[src/hdl/clns_pkg.sv]
package clns_pkg;

  localparam int MaxAtoms   = 1024;
  localparam int AtomW      = $clog2(MaxAtoms);
  localparam int CntW       = AtomW + 1;
  localparam int MaxCells   = 4096;
  localparam int CellW      = $clog2(MaxCells);
  localparam int MaxResults = 64;
  localparam int ResW       = $clog2(MaxResults + 1);
  localparam int SiteW      = 10;
  localparam int SiteCntW   = 11;
  localparam int CfgIdxW    = 2;
  localparam int CfgDataW   = 31;

  localparam logic [1:0] MODE_CLEAR = 2'd0;
  localparam logic [1:0] MODE_LOAD  = 2'd1;
  localparam logic [1:0] MODE_QUERY = 2'd2;

  localparam logic [CfgIdxW-1:0] REG_BOX    = 2'd0;
  localparam logic [CfgIdxW-1:0] REG_RADIUS = 2'd1;
  localparam logic [CfgIdxW-1:0] REG_DIM    = 2'd2;
  localparam logic [CfgIdxW-1:0] REG_CELL   = 2'd3;

  localparam logic [30:0] BoxReset    = 31'd655360;
  localparam logic [29:0] RadiusReset = 30'd65536;
  localparam logic [4:0]  DimReset    = 5'd5;
  localparam logic [30:0] CellReset   = 31'd131072;

  typedef struct packed {
    logic [1:0]         mode;
    logic signed [31:0] coord_x;
    logic signed [31:0] coord_y;
    logic signed [31:0] coord_z;
  } in_req_t;

  typedef struct packed {
    logic [9:0] atom_index;
    logic [9:0] site_number;
    logic       found;
    logic       last;
    logic       overflow;
  } out_res_t;

  typedef struct packed {
    logic [30:0] box_length;
    logic [29:0] site_radius;
    logic [4:0]  dim;
    logic [30:0] cell_length;
  } cfg_t;

  typedef enum logic [1:0] {
    OP_CLEAR,
    OP_LOAD,
    OP_QUERY
  } op_e;

  typedef struct packed {
    op_e                op;
    logic signed [31:0] x;
    logic signed [31:0] y;
    logic signed [31:0] z;
    logic [3:0]         cx;
    logic [3:0]         cy;
    logic [3:0]         cz;
    logic [CellW-1:0]   cell_id;
  } cmd_t;

  function automatic logic signed [31:0] wrap_coord(logic signed [31:0] c, logic [30:0] len);
    logic signed [32:0] cw;
    logic signed [32:0] lw;
    logic signed [32:0] r;
    cw = 33'(c);
    lw = {2'b00, len};
    if (cw >= lw) begin
      r = cw - lw;
    end else if (cw <= -33'sd2) begin
      r = cw + lw;
    end else begin
      r = cw;
    end
    return r[31:0];
  endfunction

  function automatic logic [CellW-1:0] cell_index(logic [3:0] cx, logic [3:0] cy,
                                                  logic [3:0] cz, logic [4:0] dim);
    logic [8:0]  row;
    logic [12:0] idx;
    row = 9'(cx) * 9'(dim) + 9'(cy);
    idx = 13'(row) * 13'(dim) + 13'(cz);
    return idx[CellW-1:0];
  endfunction

endpackage

[src/hdl/clns_cmd_queue.sv]
module clns_cmd_queue (
  input  logic           clk_i,
  input  logic           rst_ni,
  input  logic           push_i,
  input  clns_pkg::cmd_t cmd_i,
  output logic           full_o,
  input  logic           pop_i,
  output clns_pkg::cmd_t cmd_o,
  output logic           empty_o
);

  clns_pkg::cmd_t mem_q [2];
  logic           wr_q;
  logic           rd_q;
  logic [1:0]     cnt_q;
  logic           do_push;
  logic           do_pop;

  assign full_o  = (cnt_q == 2'd2);
  assign empty_o = (cnt_q == 2'd0);
  assign do_push = push_i && !full_o;
  assign do_pop  = pop_i && !empty_o;
  assign cmd_o   = mem_q[rd_q];

  always_ff @(posedge clk_i or negedge rst_ni) begin
    if (!rst_ni) begin
      wr_q  <= 1'b0;
      rd_q  <= 1'b0;
      cnt_q <= 2'd0;
    end else begin
      if (do_push) begin
        wr_q <= !wr_q;
      end
      if (do_pop) begin
        rd_q <= !rd_q;
      end
      cnt_q <= cnt_q + 2'(do_push) - 2'(do_pop);
    end
  end

  always_ff @(posedge clk_i) begin
    if (do_push) begin
      mem_q[wr_q] <= cmd_i;
    end
  end

endmodule

[config.mk]
export PLATFORM = sky130hd
export DESIGN_NAME = clns_cmd_queue
export DESIGN_NICKNAME = d
export VERILOG_FILES = /design/src/hdl/clns_pkg.sv /design/src/hdl/clns_cmd_queue.sv
export SDC_FILE = /design/constraint.sdc
export NUM_CORES = 1
export LEC_CHECK = 0
export BUFFER_PORTS_ARGS = -buffer_cell sky130_fd_sc_hd__buf_2
export CORE_MARGIN = 2
export CORE_UTILIZATION = 52
export CTS_BUF_LIST = sky130_fd_sc_hd__clkbuf_4 sky130_fd_sc_hd__clkbuf_8 sky130_fd_sc_hd__clkbuf_16
export CTS_CLUSTER_SIZE = 16
export DETAILED_ROUTE_END_ITERATION = 7
export PLACE_DENSITY = 0.81
export SYNTH_ARGS = -nofsm -noshare
export SYNTH_HDL_FRONTEND = slang
export SYNTH_SLANG_ARGS = --single-unit
[constraint.sdc]
create_clock -name clk_i -period 7.58 [get_ports clk_i]
set_input_delay 1.516 -clock clk_i [delete_from_list [all_inputs] [get_ports clk_i]]
set_output_delay 1.516 -clock clk_i [all_outputs]
set_load 0.05 [all_outputs]
# [After elaboration in Yosys (flattened, before gate mapping)]
# Memory sizes are Yosys's and may differ from the RTL's.
# Cells that the tools add are included.
[totals] in_bits=126 out_inout_bits=124 word_cells=16 ramBits=244 reg_bits=4 memories=1
[mem_list] name="mem_q" words=2 word_bits=122 read_ports=1 rd_ports_with_merged_regs=0 wr=1 line_no="clns_cmd_queue.sv:12" rtl="clns_pkg::cmd_t mem_q [2];"
[classes] mux=2 reduce_logical=7 n_eq_ne=1 addsub=2
[op_table] operator="$logic_not 1->1" count=4
[op_table] operator="$add 2x1->2" count=1
[op_table] operator="$eq 2x2->1 const B" count=1
[op_table] operator="$logic_and 1x1->1" count=2
[op_table] operator="$logic_not 2->1" count=1
[op_table] operator="$mux 1" count=2
[op_table] operator="$sub 2x1->2" count=1

# [Depth between registers and ports, before layout]
# Gate-level depths: netlist of the first run.
[logic_depth] word_depth=5 mapped_depth=7 mapped_depth_nobuf=7

# [Worst setup path after synthesis of the first run]
# OpenSTA, ideal clock, no wires.
[synth_timing] kind="input port to flip-flop" from="in push_i" to="mem mem_q[0][0] (netlist name), enable pin" path_slack_ns=0.295 path_stages=2 required_ns=6.976 arrival_time_ns=6.681 setup_time_ns=0.604 path_buffers=0 cell_sequence="nand2_1 > nor2_1"
[synth_between] elab_chain_len=3
[synth_rtl] item="from (decl)" line_no="clns_cmd_queue.sv:4" rtl="input logic push_i,"
[synth_rtl] item="$logic_and 1x1->1" line_no="clns_cmd_queue.sv:21" rtl="assign do_push = push_i && !full_o;"
[synth_rtl] item="$mux 1" line_no="clns_cmd_queue.sv:42" rtl="if (do_push) begin"
[synth_rtl] item="$mux 1 (not written as such)" line_no="clns_cmd_queue.sv:43" rtl="mem_q[wr_q] <= cmd_i;"
[synth_rtl] item="to (decl)" line_no="clns_cmd_queue.sv:12"
# No other way between the ends.

==> flow_summary.ini, run 1 <==
[status]
status = complete, no violations

[clock_network]
max-clock-path-buffers = 3
cts_tree = yes
post_cts_resized = 0
cts_hold_buffers = 0
clock_sinks = 248
clk_latency_ps = 510
h-tree-depth = 1
clk_pin_slew_worst_paths_ps = 60
numCtsBuffers = 26
post_cts.repair.setup_buffers = 0
cts-root-buf = clkbuf_16

[synthesis]
ys_warn_count = 0
syn-num-nets = 526
ys_seq_area_share_pct = 79.94
ys_ff_latch = 248
ys_types = 16
synth.avg_cell_area_um2 = 23.35
syn_inst = 398
syn-cell-area_um2 = 9291

[drt]
drt_iter0_drc = 302
drc = 0
drt-pass1-iter-count = 4
num_vias = 4616
antenna_left = 0
routed_wl_um = 16910
viasPerCell = 5.056
route.detailed.wl_per_inst_um = 18.52

[global_routing]
grt_max_degree = 91
globalRoute.totalOverflow = 0
grt_pass1_vias = 4722
grtUsageTotal_pct = 16.97
antenna_found_initial = 1
grt_pass1_wl_um = 24660

[worst_hold_path]
whs_path_depth = 1
hold_start = cnt_q[1]
min_path_type = flop to flop
hold_end = cnt_q[1]

[die]
io_pins = 250
fp-row-count = 48
dieArea_um2 = 18950
coreArea_um2 = 17360
initial_core_util_pct = 53.53
die_h_um = 137.7
fp.dieW_um = 137.7

[layout]
drive_gt1_share_pct = 62.19
area_delta_synth_final_pct = 25.73
num-fill-cells = 1106
final_net_count = 793
final_util_pct = 67.31

[placement]
gp_congestion = 0.7367
dpl.hpwl_um = 11350
portBuffers = 249

[setup_path]
crit_fanout = 45
r2r_end = mem_q[1][103]
endpoint_kind = primary output
crit_family = buffers and inverters
r2r_slack_ps = 5090
critPathLaunchType = flop
worst_ep_arrival_time_ps = 2600
cp_num_buf_inv = 2
worstSetupPathType = flop to primary output
r2r_start = cnt_q[1]
worstPathCellList = buf_4 -> mux2_2 -> buf_2
worstRegToRegCells = 3
max_stage_delay_ps = 740
cp.required_ps = 6060
slowest_stage = dfrtp_4

[timing]
whs_ps = 525.7
setup_tns_ps = 0
post-route-period-util_pct = 54.37
setup_viol = 0
worstMarginPinSlew_ps = 1174
clock_skew_ps = 8.673
min_period_ps = 4121
slew-limit-headroom_pct = 21.74
drv_slew = 0
fmax_mhz = 242.7
rsz0062_at_grt = false
hold_viol = 0

[pwr]
p_per_area_nw_per_um2 = 476.1
vdd_drop_max_mv = 0.3167
leakage_nw = 4.616

[run]
drv_cap = 0
==> layer usage <==
layer | up-vias | part of all wire (%) | global-route usage (%)
met4 | 0 | 1.5 | 3.837
met5 | - | 0 | 0
li1 | 2126 | - | -
met2 | 198 | 51 | 30.15
met3 | 23 | 10 | 5.887
met1 | 2269 | 38 | 19.88
==> flip-flops by register name, indices dropped and copies added, names as in the netlist <==
register  count
rd_q          1
mem_q       244
cnt_q         2
wr_q          1
==> cells by family after synthesis <==
logic type               share of synthesized area, %
buffers and inverters                           1.481
flip-flops                                      79.94
AND/OR/NAND/NOR                                0.3233
adder cells (fa/ha/maj)                        0.2693
multiplexers                                    17.61
XOR/XNOR                                       0.3771
==> layout make-up <==
type,instances,area (µm²),area share [%]
antenna,3,7.507,0.06426
clock buffer,34,747.0,6.394
clock inverter,14,180.2,1.542
inverter,2,7.507,0.06426
multi-input combinational,134,1739,14.89
sequential,248,7431,63.61
tap,225,281.5,2.410
timing repair buffer,253,1289,11.03
==> worst max-delay path by stage <==
stage,start,endpoint,depth (start not counted)
final,rd_q,cmd_o[0],3
after global routing,rd_q,cmd_o[1],3
after CTS,rd_q,cmd_o[0],3
after detailed placement,rd_q,cmd_o[0],3
after global placement,rd_q,cmd_o[121],3
after floorplan,push_i,mem_q[0][0],2
==> cell usage after synthesis <==
library cell | count | share of area [%]
edfxtp_1 | 244 | 79
mux2_4 | 70 | 11
mux2_2 | 52 | 6.3
buf_6 | 8 | 0.97
buf_2 | 5 | 0.27
dfrtp_1 | 4 | 1.1
xnor2_1 | 3 | 0.28
ha_1 | 2 | 0.27
inv_1 | 2 | 0.081
nor2_1 | 2 | 0.081
and3_1 | 1 | 0.067
buf_8 | 1 | 0.16
nand2_1 | 1 | 0.040
nand2b_1 | 1 | 0.067
nor2b_1 | 1 | 0.067
xor2_1 | 1 | 0.094
==> metrics by stage <==
step                std cells  instance area (µm²)  total power, W  worst slack [ps]
finish                    913                11680        0.005562              3459
global route              911                11680        0.005781              3334
CTS                       910                11670        0.005626              3418
detailed placement        862                10750        0.004294              3972
global placement          862                10750        0.004246              3988
floorplan                 398                 9291        0.003915             294.6
==> placed cells by master, fill, tap and decap left out <==
| cell type | count |
|---|---|
| nor2_1 | 1 |
| mux2_4 | 70 |
| inv_6 | 1 |
| clkinvlp_4 | 1 |
| and3_4 | 1 |
| bufinv_16 | 4 |
| edfxtp_1 | 244 |
| inv_1 | 2 |
| mux2_2 | 52 |
| clkinv_4 | 1 |
| ha_1 | 2 |
| nand2_1 | 1 |
| buf_2 | 249 |
| xnor2_1 | 3 |
| clkinv_2 | 7 |
| dfrtp_4 | 1 |
| clkbuf_8 | 3 |
| xor2_1 | 1 |
| buf_4 | 3 |
| buf_12 | 1 |
| nand2b_1 | 1 |
| nor2b_1 | 1 |
| nor2_4 | 1 |
| diode_2 | 3 |
| clkbuf_16 | 27 |
| clkbuf_4 | 4 |
| dfrtp_1 | 3 |
==> power by group <==
part	internal, W	total [W]	switching, W
combinational	0.000667	0.00225	0.00159
clock	0.000832	0.00132	0.000487
sequential	0.00188	0.00199	0.000111
No activity file was read; power rests on OpenSTA's default activity.
==> inputs of run 2 (changes only) <==
- CORE_UTILIZATION: 52 -> 47
- PLACE_DENSITY: 0.81 -> 0.77
- clock period: 7.58 -> 3.6 ns (I/O delays scaled with it)
==> run 2 against run 1 <==
Effect of this change:
- clock-buffer cell count rose by 1
- utilization fell by 7.0 points
- routed wire length rose by 0.37%
- critical path type unchanged
- largest cell class unchanged
==> flow_summary.ini, run 2 (synthesis gave the netlist of run 1 again) <==
[pwr]
leakage_nw = 4.606
p_per_area_nw_per_um2 = 987.8
clock_power_share_pct = 22.1
p_comb_share_pct = 41.7
vdd_drop_max_mv = 0.6038
p_sw_w = 0.004603
seq_power_share_pct = 36.2
intPower_w = 0.006982
p_total_w = 0.01159
p_sw_share_pct = 39.73

[global_routing]
antenna_found_initial = 2
grtUsageTotal_pct = 15.42
grt_pass1_wl_um = 24720
globalRoute.totalOverflow = 0
grt_pass1_vias = 4840
grt_max_degree = 69

[drt]
drt_iter0_drc = 161
antenna_left = 0
route.detailed.wl_per_inst_um = 17.77
drt-pass1-iter-count = 4
num_vias = 4619
routed_wl_um = 16970
viasPerCell = 4.837
drc = 0

[clock_network]
cts-root-buf = clkbuf_16
post_cts_resized = 0
cts_tree = yes
clk_latency_ps = 510
max-clock-path-buffers = 3
post_cts.repair.setup_buffers = 0
clk_pin_slew_worst_paths_ps = 60
h-tree-depth = 1
numCtsBuffers = 26
clock_sinks = 248

[setup_path]
path_depth = 3
endpoint = cmd_o[9]
worstPathCellList = buf_12 -> mux2_2 -> buf_2
cp_num_buf_inv = 2
max_stage_delay_ps = 770
critPathLaunchType = flop
worst_ep_arrival_time_ps = 2270
r2r_slack_ps = 1610
r2r_end = mem_q[0][86]
r2r_start = cnt_q[0]
cp.required_ps = 2880
startpoint = rd_q
slowest_stage = dfrtp_4
endpoint_kind = primary output
crit_fanout = 42
crit_family = flip-flops
worstRegToRegCells = 4
worstSetupPathType = flop to primary output

[layout]
final_util_pct = 60.26
top_register = mem_q
largest_register_ffs = 244
final_cell_mix = buf_2, edfxtp_1, mux2_4, mux2_2, clkbuf_16
reg.largest.list = mem_q: 244 flops, cnt_q: 2 flops
drive_gt1_share_pct = 61.10
final_net_count = 798
layout_commonest_cell = buf_2
area_delta_synth_final_pct = 26.23

[timing]
worstMarginPinSlew_ps = 651.4
slew-limit-headroom_pct = 56.47
rsz0062_at_grt = false
setup_viol = 0
setup_ws_ps = 612.1
hold_viol = 0
clock_skew_ps = 9.269
min_period_ps = 2988
post-route-period-util_pct = 83.00
fmax_mhz = 334.7
drv_slew = 0
setup_tns_ps = 0

[status]
status = complete, no violations

[die]
die_h_um = 144.6
fp-row-count = 51
initial_core_util_pct = 47.74
io_pins = 250
coreArea_um2 = 19460
fp.dieW_um = 144.6
dieArea_um2 = 20910

[run]
drv_cap = 0

[placement]
place_ws_ps = 1139
portBuffers = 249
dpl.hpwl_um = 11510
gp_congestion = 0.7380

[worst_hold_path]
min_path_type = primary input to flop
whs_path_depth = 1
run 2: cell count changes in the layout (fill, tap and decap cells not counted), sizes merged:
| cell | previous run | this run |
|---|---|---|
| buf | 253 | 257 |
| diode | 3 | 1 |
| clkinv | 8 | 9 |
| inv | 3 | 2 |
| bufinv | 4 | 2 |
| clkbuf | 34 | 35 |
| dlygate4sd3 | 0 | 1 |
run 2: power by group through the flow:
stage          clock network [W]  logic [W]  registers [W]
2_1_floorplan                  0    0.00403        0.00414
5_1_grt                  0.00274    0.00506        0.00425
3_3_place_gp                   0    0.00482        0.00421
6_report                 0.00256    0.00483        0.00419
3_5_place_dp                   0    0.00487        0.00426
4_1_cts                  0.00263    0.00488        0.00421
run 2: metal layers:
metal,vias up,GRT usage [%],routed length [µm]
met4,0,4.905,449
met5,-,0,0
met3,35,5.099,1354
li1,2132,-,-
met1,2266,18.36,6610
met2,186,26.62,8558
run 2: layout make-up:
type / instances / area [µm²]
Timing Repair Buffer: 258 / 1379
Clock buffer: 35 / 735.7
Fill cell: 1452 / 7734
Inverter: 2 / 7.507
Clock inverter: 12 / 102.6
Tap cell: 265 / 331.6
Antenna cell: 1 / 2.502
Sequential cell: 248 / 7431
Multi-Input combinational cell: 134 / 1739
run 2: timing repair:
action / CTS / global route
endpoints found under the setup margin: 0 / 0
hold buffers: 1 / 0
endpoints found under the hold margin: 4 / 0
run 2: worst register-to-register path: stages, from the launching register on:
cell      delay [ps]
dfrtp_1          380
nand2b_1         190
nand2_1          160
nor2_4           540
buf_12           350
run 2: worst min-delay path by stage:
stage / start / end / slack [ps]
floorplan: rst_ni / cnt_q[0] / 420
global placement: cnt_q[1] / cnt_q[1] / 480
detailed placement: cnt_q[1] / cnt_q[1] / 500
CTS: cmd_i[119] / mem_q[1][119] / 370
global route: cmd_i[24] / mem_q[0][24] / 370
finish: cmd_i[30] / mem_q[0][30] / 390
run 2: through the flow:
step	area [µm²]	hold WS [ps]	cells
4_1_cts	11730	369.6	954
2_1_floorplan	9300	424.4	398
3_5_place_dp	10880	496.9	906
6_report	11730	393.3	955
3_3_place_gp	10880	483.1	906
5_1_grt	11730	373.7	954
==> inputs of run 3 (changes only) <==
- CORE_UTILIZATION: 47 -> 52
- PLACE_DENSITY: 0.77 -> 0.81
- clock period: 3.6 -> 2.9 ns (I/O delays scaled with it)
==> run 3 against run 2 <==
Effect of this change:
- flip-flop and latch count unchanged
- setup slack got worse by 370 ps
- via count decreased by 0.50%
- critical path type unchanged
==> flow_summary.ini, run 3 (synthesis gave the netlist of run 1 again) <==
[status]
status = complete, no violations

[run]
drv_cap = 0

[setup_path]
critPathLaunchType = flop
endpoint_kind = primary output
worstSetupPathType = flop to primary output
crit_fanout = 50
worst_ep_arrival_time_ps = 2080
worstPathCellList = buf_12 -> mux2_2 -> buf_2
max_stage_delay_ps = 580
cp.required_ps = 2320
slowest_stage = dfrtp_4

[layout]
final_net_count = 795
layout_commonest_cell = buf_2
stdcell_count = 910
antenna_cells = 0
final_util_pct = 67.31
top_register = mem_q
num-fill-cells = 1163
final_cell_mix = buf_2, edfxtp_1, mux2_4, mux2_2, clkbuf_16
largest_register_ffs = 244
final_cell_area_um2 = 11680
drive_gt1_share_pct = 61.90
reg.largest.list = mem_q: 244 flops, cnt_q: 2 flops
area_delta_synth_final_pct = 25.73

[drt]
drt_iter0_drc = 231
num_vias = 4596
route.detailed.wl_per_inst_um = 18.65
viasPerCell = 5.051
antenna_left = 0
drc = 0
drt-pass1-iter-count = 6
routed_wl_um = 16970

[clock_network]
post_cts.repair.setup_buffers = 0
clk_pin_slew_worst_paths_ps = 60
clk_latency_ps = 510
cts-root-buf = clkbuf_16
clock_sinks = 248
max-clock-path-buffers = 3
numCtsBuffers = 24
cts_tree = yes
h-tree-depth = 1
post_cts_resized = 0

[die]
die_h_um = 137.7
fp.dieW_um = 137.7
coreArea_um2 = 17360
fp-row-count = 48
initial_core_util_pct = 53.53
dieArea_um2 = 18950
io_pins = 250

[global_routing]
globalRoute.totalOverflow = 0
grtUsageTotal_pct = 16.66
grt_pass1_vias = 4725
grt_max_degree = 79
grt_pass1_wl_um = 24210
antenna_found_initial = 1

[timing]
min_period_ps = 2658
drv_slew = 0
worstMarginPinSlew_ps = 602.8
clock_skew_ps = 14.58
post-route-period-util_pct = 91.65
rsz0062_at_grt = false
fmax_mhz = 376.3
hold_viol = 0
slew-limit-headroom_pct = 59.82
setup_viol = 0
setup_tns_ps = 0

[pwr]
leakage_nw = 4.611
p_total_w = 0.01444
p_per_area_nw_per_um2 = 1236
vdd_drop_max_mv = 0.8644

[placement]
place_inst = 865
portBuffers = 249
dpl.hpwl_um = 11140
dpl_cell_area_um2 = 10820
gp_congestion = 0.7068

[worst_hold_path]
min_path_type = primary input to flop
[run 3: changes by cell type in the layout (fill, tap and decap cells not counted)]
cell,delta
clkbuf_4,-7
buf_4,-1
clkbuf_8,+3
diode_2,-1
nand2_1,-1
bufinv_16,+2
clkinv_2,+7
nand2_2,+1
clkbuf_16,-2
clkinv_1,-6
[run 3: power by group]
group / switching (W) / internal (W) / total [W]
combinational: 0.00423 / 0.00182 / 0.00604
sequential: 0.000244 / 0.00490 / 0.00515
clock: 0.00124 / 0.00201 / 0.00325
[run 3: layout make-up]
class | instances | area, µm² | area share, %
multi-input combinational | 134 | 1742 | 14.91
inverter | 2 | 7.507 | 0.06426
clock buffer | 29 | 674.4 | 5.773
sequential | 248 | 7431 | 63.61
tap | 225 | 281.5 | 2.410
timing repair buffer | 257 | 1371 | 11.74
clock inverter | 15 | 175.2 | 1.499
[run 3: worst paths after layout]
check	start	endpoint	slack, ps	cells past startpoint
min in group asynchronous	rst_ni	wr_q	400	2
worst max register to register	cnt_q[0]	mem_q[0][107]	1180	4
worst max-delay path	rd_q	cmd_o[0]	240	3
max in group asynchronous	rst_ni	rd_q	2350	2
worst min register to register	cnt_q[1]	cnt_q[1]	520	1
worst min-delay path	cmd_i[21]	mem_q[1][21]	260	1
[run 3: layer usage]
| layer | wire length (µm) | GRT usage, % |
|---|---|---|
| met5 | 13 | 0 |
| met4 | 336 | 4.811 |
| met3 | 1589 | 5.445 |
| met2 | 8610 | 29.60 |
| met1 | 6416 | 19.29 |
[run 3: repair_timing]
action                                  in CTS  in global routing
endpoints found under the setup margin       0                  0
hold buffers                                 1                  0
endpoints found under the hold margin        4                  0
[run 3: critical path: cells and delay by family (launching register included)]
kind | cells | cell delay [ps]
DFF | 1 | 580
buffers and inverters | 2 | 580
muxes | 1 | 390
[run 3: per-stage QoR]
stage / hold slack, ps / worst slack, ps
global placement: 390.1 / 803.1
finish: 258.0 / 242.3
CTS: 234.4 / 216.9
detailed placement: 393.4 / 763.1
global route: 231.9 / 178.8
floorplan: 284.4 / 6.695
